==> config.mk <==
export PLATFORM = sky130hd
export DESIGN_NAME = length_prefix_deframer_unit
export DESIGN_NICKNAME = d
export VERILOG_FILES = /design/src/design/lpd_pkg.sv /design/src/design/length_prefix_deframer_unit.sv /design/src/design/lpd_core.sv
export SDC_FILE = /design/constraint.sdc
export NUM_CORES = 1
export LEC_CHECK = 0
export ABC_AREA = 1
export BUFFER_PORTS_ARGS = -buffer_cell sky130_fd_sc_hd__buf_2
export CAP_MARGIN = 10
export CORE_UTILIZATION = 55
export DETAILED_ROUTE_END_ITERATION = 10
export GPL_TIMING_DRIVEN = 0
export HOLD_SLACK_MARGIN = 0.03
export MAX_ROUTING_LAYER = met4
export PLACE_DENSITY = 0.77
export RECOVER_POWER = 100
export SLEW_MARGIN = 40
export SYNTH_ARGS = -nofsm -noshare
export SYNTH_HDL_FRONTEND = slang
export SYNTH_SLANG_ARGS = --single-unit
==> constraint.sdc <==
create_clock -name clock -period 4.65 [get_ports clock]
set_input_delay 1.1625 -clock clock [delete_from_list [all_inputs] [get_ports clock]]
set_output_delay 1.1625 -clock clock [all_outputs]
set_load 0.02 [all_outputs]
==> src/design/lpd_pkg.sv <==
// ----------------------------------------------------------------------------
// lpd_pkg
// Shared types and constants for the length-prefix deframer.
// ----------------------------------------------------------------------------
package lpd_pkg;

   localparam int unsigned MAX_HEADER_BYTES_DEF = 4;

   localparam int unsigned BYTE_W     = 8;
   localparam int unsigned LENGTH_W   = 32;
   localparam int unsigned HDR_CNT_W  = 3;
   localparam int unsigned CSR_IDX_W  = 1;
   localparam int unsigned CSR_DATA_W = 3;

   localparam logic [CSR_IDX_W-1:0] REG_HEADER_BYTES = 1'd0;
   localparam logic [CSR_IDX_W-1:0] REG_BIG_ENDIAN   = 1'd1;

   localparam logic [HDR_CNT_W-1:0] HEADER_BYTES_RST = 3'd4;
   localparam logic                 BIG_ENDIAN_RST   = 1'b1;

   typedef struct packed {
      logic [HDR_CNT_W-1:0] header_bytes;
      logic                 big_endian;
   } cfg_type;

   typedef struct packed {
      logic [LENGTH_W-1:0] body_length;
      logic                empty_body;
      logic                body_last;
      logic [BYTE_W-1:0]   body_byte;
   } result_type;

endpackage

==> src/design/length_prefix_deframer_unit.sv <==
// ----------------------------------------------------------------------------
// length_prefix_deframer_unit
// Splits a byte stream into length-prefixed frames and passes the bodies on.
//
// req_ carries one received byte per beat. Header beats (1 to 4 bytes, set by
// the header_bytes register, byte order by big_endian) are absorbed; each
// body byte leaves on rsp_ with tlast on the final one and the decoded body
// length alongside. A zero length header gives a single beat with tuser set
// and tlast set.
// The result of an accepted byte is registered into the output buffer before
// it shows on rsp_tvalid. One byte is taken every cycle while req_tready is
// high; the header/body state and length counters are registered, and a
// two-entry output buffer lets the block take a new byte while a result waits
// on a stalled receiver. req_tready falls only once both output entries are full.
// csr_ is always ready; register 0 is header_bytes, register 1 is big_endian.
// Reset returns to the header phase with header_bytes 4 and big_endian 1 and
// empties the output buffer.
// ----------------------------------------------------------------------------
module length_prefix_deframer_unit #(
   parameter int unsigned MAX_HEADER_BYTES = lpd_pkg::MAX_HEADER_BYTES_DEF
) (
   input  logic                            clock,
   input  logic                            reset,
   input  logic                            req_tvalid,
   output logic                            req_tready,
   input  logic [7:0]                      req_tdata,   // [7:0] in_byte
   output logic                            rsp_tvalid,
   input  logic                            rsp_tready,
   output logic [39:0]                     rsp_tdata,   // [7:0] body_byte, [39:8] body_length
   output logic                            rsp_tlast,   // body_last
   output logic                            rsp_tuser,   // empty_body
   input  logic                            csr_valid,
   output logic                            csr_ready,
   input  logic [lpd_pkg::CSR_IDX_W-1:0]   csr_index,
   input  logic [lpd_pkg::CSR_DATA_W-1:0]  csr_data
);

   lpd_pkg::cfg_type     cfg_ff, cfg_in;
   lpd_pkg::result_type  core_res;
   logic                 core_res_valid;
   logic                 accept;

   logic                 out_valid_ff, out_valid_in;
   lpd_pkg::result_type  out_ff, out_in;
   logic                 skid_valid_ff, skid_valid_in;
   lpd_pkg::result_type  skid_ff, skid_in;
   logic                 pop;

   assign csr_ready = 1'b1;

   always_comb begin
      cfg_in = cfg_ff;
      if (csr_valid) begin
         unique case (csr_index)
            lpd_pkg::REG_HEADER_BYTES: cfg_in.header_bytes = csr_data;
            lpd_pkg::REG_BIG_ENDIAN:   cfg_in.big_endian   = csr_data[0];
            default:                   cfg_in = cfg_ff;
         endcase
      end
   end

   always_ff @(posedge clock) begin
      if (reset) begin
         cfg_ff.header_bytes <= lpd_pkg::HEADER_BYTES_RST;
         cfg_ff.big_endian   <= lpd_pkg::BIG_ENDIAN_RST;
      end else begin
         cfg_ff <= cfg_in;
      end
   end

   assign req_tready = !skid_valid_ff;
   assign accept     = req_tvalid && req_tready;

   lpd_core #(
      .MAX_HEADER_BYTES(MAX_HEADER_BYTES)
   ) u_core (
      .clock     (clock),
      .reset     (reset),
      .accept    (accept),
      .in_byte   (req_tdata),
      .cfg       (cfg_ff),
      .res_valid (core_res_valid),
      .res       (core_res)
   );

   // two-entry output buffer
   assign pop = out_valid_ff && rsp_tready;

   always_comb begin
      out_valid_in  = out_valid_ff;
      out_in        = out_ff;
      skid_valid_in = skid_valid_ff;
      skid_in       = skid_ff;
      if (!out_valid_ff || pop) begin
         if (skid_valid_ff) begin
            out_valid_in  = 1'b1;
            out_in        = skid_ff;
            skid_valid_in = core_res_valid;
            skid_in       = core_res;
         end else begin
            out_valid_in = core_res_valid;
            out_in       = core_res;
         end
      end else if (core_res_valid) begin
         skid_valid_in = 1'b1;
         skid_in       = core_res;
      end
   end

   always_ff @(posedge clock) begin
      if (reset) begin
         out_valid_ff  <= 1'b0;
         skid_valid_ff <= 1'b0;
      end else begin
         out_valid_ff  <= out_valid_in;
         skid_valid_ff <= skid_valid_in;
      end
   end

   always_ff @(posedge clock) begin
      out_ff  <= out_in;
      skid_ff <= skid_in;
   end

   assign rsp_tvalid = out_valid_ff;
   assign rsp_tdata  = {out_ff.body_length, out_ff.body_byte};
   assign rsp_tlast  = out_ff.body_last;
   assign rsp_tuser  = out_ff.empty_body;

   assert property (@(posedge clock) disable iff (reset)
      skid_valid_ff |-> out_valid_ff)
      else $error("skid entry held while output entry empty");

   assert property (@(posedge clock) disable iff (reset)
      (skid_valid_ff && !pop) |=> skid_valid_ff && $stable(skid_ff))
      else $error("skid entry lost while receiver stalled");

   assert property (@(posedge clock) disable iff (reset)
      (out_valid_ff && !rsp_tready) |=> out_valid_ff && $stable(out_ff))
      else $error("output beat changed under stall");

endmodule

==> src/design/lpd_core.sv <==
// ----------------------------------------------------------------------------
// lpd_core
// Header and body phase tracking: assembles the length prefix and forms one
// result per body byte or per zero-length header.
// ----------------------------------------------------------------------------
module lpd_core #(
   parameter int unsigned MAX_HEADER_BYTES = lpd_pkg::MAX_HEADER_BYTES_DEF
) (
   input  logic                          clock,
   input  logic                          reset,
   input  logic                          accept,
   input  logic [lpd_pkg::BYTE_W-1:0]    in_byte,
   input  lpd_pkg::cfg_type              cfg,
   output logic                          res_valid,
   output lpd_pkg::result_type           res
);

   localparam int unsigned CNT_W = lpd_pkg::HDR_CNT_W;
   localparam logic [CNT_W:0] MAX_HDR = (CNT_W+1)'(MAX_HEADER_BYTES);

   logic                            in_body_phase_ff, in_body_phase_in;
   logic [CNT_W-1:0]                header_index_ff, header_index_in;
   logic [lpd_pkg::LENGTH_W-1:0]    length_accum_ff, length_accum_in;
   logic [lpd_pkg::LENGTH_W-1:0]    bytes_left_ff, bytes_left_in;

   logic [CNT_W:0]                  hdr_count;
   logic [CNT_W-1:0]                index_inc;
   logic                            hdr_done;
   logic                            body_end;
   logic [lpd_pkg::LENGTH_W-1:0]    accum_next;
   logic [lpd_pkg::LENGTH_W-1:0]    byte_wide;

   always_comb begin
      hdr_count = {1'b0, cfg.header_bytes};
      if (hdr_count == '0) begin
         hdr_count = (CNT_W+1)'(1);
      end else if (hdr_count > MAX_HDR) begin
         hdr_count = MAX_HDR;
      end
   end

   assign byte_wide = lpd_pkg::LENGTH_W'(in_byte);

   always_comb begin
      accum_next = length_accum_ff;
      if (cfg.big_endian) begin
         accum_next = {length_accum_ff[lpd_pkg::LENGTH_W-lpd_pkg::BYTE_W-1:0], in_byte};
      end else if (!header_index_ff[CNT_W-1]) begin
         case (header_index_ff[1:0])
            2'd0:    accum_next = length_accum_ff | byte_wide;
            2'd1:    accum_next = length_accum_ff | (byte_wide << 8);
            2'd2:    accum_next = length_accum_ff | (byte_wide << 16);
            default: accum_next = length_accum_ff | (byte_wide << 24);
         endcase
      end
   end

   assign index_inc = header_index_ff + CNT_W'(1);
   assign hdr_done  = (index_inc == '0) || ({1'b0, index_inc} >= hdr_count);
   assign body_end  = (bytes_left_ff <= lpd_pkg::LENGTH_W'(1));

   always_comb begin
      in_body_phase_in = in_body_phase_ff;
      header_index_in  = header_index_ff;
      length_accum_in  = length_accum_ff;
      bytes_left_in    = bytes_left_ff;
      res_valid        = 1'b0;
      res              = '0;
      if (accept) begin
         if (!in_body_phase_ff) begin
            length_accum_in = accum_next;
            header_index_in = index_inc;
            if (hdr_done) begin
               header_index_in = '0;
               if (accum_next == '0) begin
                  res_valid      = 1'b1;
                  res.body_last  = 1'b1;
                  res.empty_body = 1'b1;
               end else begin
                  bytes_left_in    = accum_next;
                  in_body_phase_in = 1'b1;
               end
            end
         end else begin
            res_valid       = 1'b1;
            res.body_byte   = in_byte;
            res.body_last   = body_end;
            res.body_length = length_accum_ff;
            if (body_end) begin
               bytes_left_in    = '0;
               in_body_phase_in = 1'b0;
               header_index_in  = '0;
               length_accum_in  = '0;
            end else begin
               bytes_left_in = bytes_left_ff - lpd_pkg::LENGTH_W'(1);
            end
         end
      end
   end

   always_ff @(posedge clock) begin
      if (reset) begin
         in_body_phase_ff <= 1'b0;
         header_index_ff  <= '0;
         length_accum_ff  <= '0;
         bytes_left_ff    <= '0;
      end else begin
         in_body_phase_ff <= in_body_phase_in;
         header_index_ff  <= header_index_in;
         length_accum_ff  <= length_accum_in;
         bytes_left_ff    <= bytes_left_in;
      end
   end

   // body phase always has bytes to come
   assert property (@(posedge clock) disable iff (reset)
      in_body_phase_ff |-> (bytes_left_ff != '0) && (length_accum_ff != '0))
      else $error("body phase with nothing left");

   assert property (@(posedge clock) disable iff (reset)
      !in_body_phase_ff |-> (bytes_left_ff == '0))
      else $error("bytes left outside body phase");

   assert property (@(posedge clock) disable iff (reset)
      (res_valid && res.empty_body) |->
         (res.body_last && (res.body_length == '0) && !in_body_phase_ff))
      else $error("malformed empty-body marker");

endmodule
==> results.yml <==
clocking:
  cts_tree: "done"
  worst_skew_pair.late_latency_ns: 0.44
  clock_sinks: 158
  ctsResizeCount: 0
  htreeDepth: 4
  clockBufferDepth: 2
  cts.clk_slew.worst_paths_ns: 0.06
  cts_hold_buf: 0
  numCtsBuffers: 17
  cts_root_buf: "clkbuf_16"
  cts_setup_buffers: 0
floorplan:
  core-area_um2: 14700
  die_y_um: 125.6
  die_area_um2: 15760
  placementRows: 44
  start_util_pct: 57.12
  io_pins: 62
  die_w_um: 125.6
cells_and_area:
  diodes: 0
  final_cell_count_no_fill: 1391
  drive_above_1_share_pct: 7.125
  final_util_pct: 64.40
  nets: 1224
  n_fill_cell: 1317
  area_growth_pct: 12.76
logic_synthesis:
  yosysWarnings: 0
  synthSimpleGateAreaFrac_pct: 27.79
  syn-num-nets: 1142
  synth-xor-area-share_pct: 2.295
  synth_area_leader_cell: "edfxtp_1"
  synth_compound_area_share_pct: 11.25
  yosys.cell_types.count: 43
  synth.most_common_cell: "nand2_1"
  ys_seq_elements: 158
  synthAdderAreaFrac_pct: 1.788
  syn-instance-count: 1113
  synth_flop_cell: "edfxtp_1"
  synth.mux.area_fraction_pct: 0
  async_reset_ff_share_pct: 0
  synth_common_cells: "285 x nand2_1, 166 x nor2_1, 115 x inv_1, 84 x edfxtp_1, 84 x nand3_1"
  synth_top_area_share_pct: 30.04
  synthTopCellsByArea: "edfxtp_1 30%, dfxtp_1 18%, nand2_1 13%"
  syn_area_um2: 8396
  seq_area_frac_synth_pct: 47.69
  syn_avg_cell_area_um2: 7.543
  synth_edf_count: 84
  synth_top_family_by_area: "simple AND/OR/NAND/NOR gates"
sta:
  final_hold_viol_count: 0
  slew_headroom_pct: 1.936
  fin_crit_ns: 3.920
  worst_pin_slew_ns: 1.471
  rsz0062_at_grt: "false"
  finalClockSkew_ns: 0.009423
  setup-violations-final: 0
  period_share_pct: 84.30
  holdWs_ns: 0.4619
  fmax_mhz: 255.1
  drv_slew: 0
  fin_ws_ns: 0.7301
power_and_ir_drop:
  power_density_nw_per_um2: 432.1
  vdd_ir_drop_max_uv: 251.2
  p_leak_uw: 0.004116
hold_path:
  min_path_type: "reg2reg"
  hold_depth: 2
placement:
  port_buffers: 60
  dp_slack_ns: 0.9390
  dp.cells: 1360
  place.gp.congestion: 0.9797
  dpl.hpwl_um: 16880
critical_path:
  worstPathArrival_ns: 4.25
  path_class: "reg2reg"
  reg2regPathDepth: 13
  path_max_fanout: 10
  start_kind: "register"
  end_kind: "register"
  required_ns: 4.98
routing:
  drt-total-wl_um: 22700
  drc_errors: 9
  num_vias: 7676
  via_per_inst: 5.518
  drtIter0Drc: 744
  dr.pass1.iters: 10
  wl_per_cell_um: 16.32
  antenna_left: 0
outcome:
  status: "complete, but fails checks"
  violations: "design-rule violations"
global_routing:
  grt_pass1_vias: 7346
  overflow: 0
  antenna_found_initial: 0
  grt_use_total_pct: 31.10
  grt_pass1_wl_um: 36760
  grt_max_degree: 31
flow_run:
  maxCapViolCount: 0
## layer usage
metal	GRT usage (%)	vias up	wire length, um
li1	-	3757	-
met1	38.73	3531	9681
met2	48.95	321	10410
met3	6.290	67	1821
met4	13.77	0	786
met5	-	-	0
## worst max-delay path, cell delays in order (launching register included)
cell and delay [ns]:
dfxtp_1 0.47, ha_1 0.33, clkbuf_1 0.45, nand2_1 0.11
nand2_1 0.13, inv_1 0.08, ha_1 0.27, a221oi_1 0.68
nor2_1 0.18, nand2_1 0.35, clkbuf_1 0.48, nand3_1 0.14
nand2_1 0.10, nor2_2 0.04
## power breakdown
part	total (uW)	internal [uW]	leakage [uW]	switching [uW]
combinational	1040	340	0.00236	697
sequential	1630	1560	0.00148	74.2
clock	1420	841	0.000281	578
total	4090	2740	0.00412	1350
## cell usage in the layout, fill, tap and decap left out, types with 4 or more instances in the layout
master	count
nand2_1	287
nor2_1	167
inv_1	115
clkbuf_1	88
nand3_1	84
edfxtp_1	84
dfxtp_1	74
a21oi_1	71
o21ai_0	56
buf_2	20
o22ai_1	18
xor2_1	17
clkbuf_16	17
ha_1	12
inv_2	6
nand4_1	6
nor2_2	6
nand3b_1	6
nor3_1	5
xnor2_1	5
clkinv_1	5
a21boi_2	5
buf_1	4
buf_4	4
## metrics by stage
stage	TNS [ns]	total power (uW)	area (um^2)
2_1_floorplan	0	2433	8402
3_3_place_gp	-0.5270	2668	8932
3_5_place_dp	0	2694	8991
4_1_cts	0	4092	9585
5_1_grt	0	4283	9467
6_report	0	4091	9467
## registers in the layout, summed over array words and instances (netlist names)
| register | cells |
|---|---|
| cfg_ff | 4 |
| rsp_tdata | 40 |
| rsp_tlast | 1 |
| rsp_tuser | 1 |
| rsp_tvalid | 1 |
| skid_ff | 42 |
| skid_valid_ff | 1 |
| u_core.bytes_left_ff | 32 |
| u_core.header_index_ff | 3 |
| u_core.in_body_phase_ff | 1 |
| u_core.length_accum_ff | 32 |
## cell type report
type | instances | area (um^2) | share of cell area (%)
flip-flops and latches | 158 | 4004 | 42.29
multi-input cells | 772 | 3627 | 38.32
clock buffers | 17 | 425.4 | 4.494
inverters | 125 | 471.7 | 4.983
well taps | 184 | 230.2 | 2.432
plain buffers | 58 | 262.8 | 2.776
clock inverters | 14 | 168.9 | 1.784
repair buffers | 63 | 276.5 | 2.921
## worst paths after layout
| path | start | slack (ns) | endpoint |
|---|---|---|---|
| hold / removal | u_core.length_accum_ff[22] | 0.46 | u_core.length_accum_ff[22] |
| hold reg to reg | u_core.length_accum_ff[22] | 0.46 | u_core.length_accum_ff[22] |
| setup / recovery | u_core.header_index_ff[0] | 0.73 | u_core.bytes_left_ff[30] |
| setup reg to reg | u_core.header_index_ff[0] | 0.73 | u_core.bytes_left_ff[30] |
## kinds of logic after synthesis
| group | Yosys count |
|---|---|
| flops | 158 |
| compound gates | 169 |
| fa+ha+maj | 12 |
| xor+xnor | 22 |
| buf+inv | 183 |
| other cells | 1 |
| simple gates | 568 |
Power figures use the tool's default switching activity.
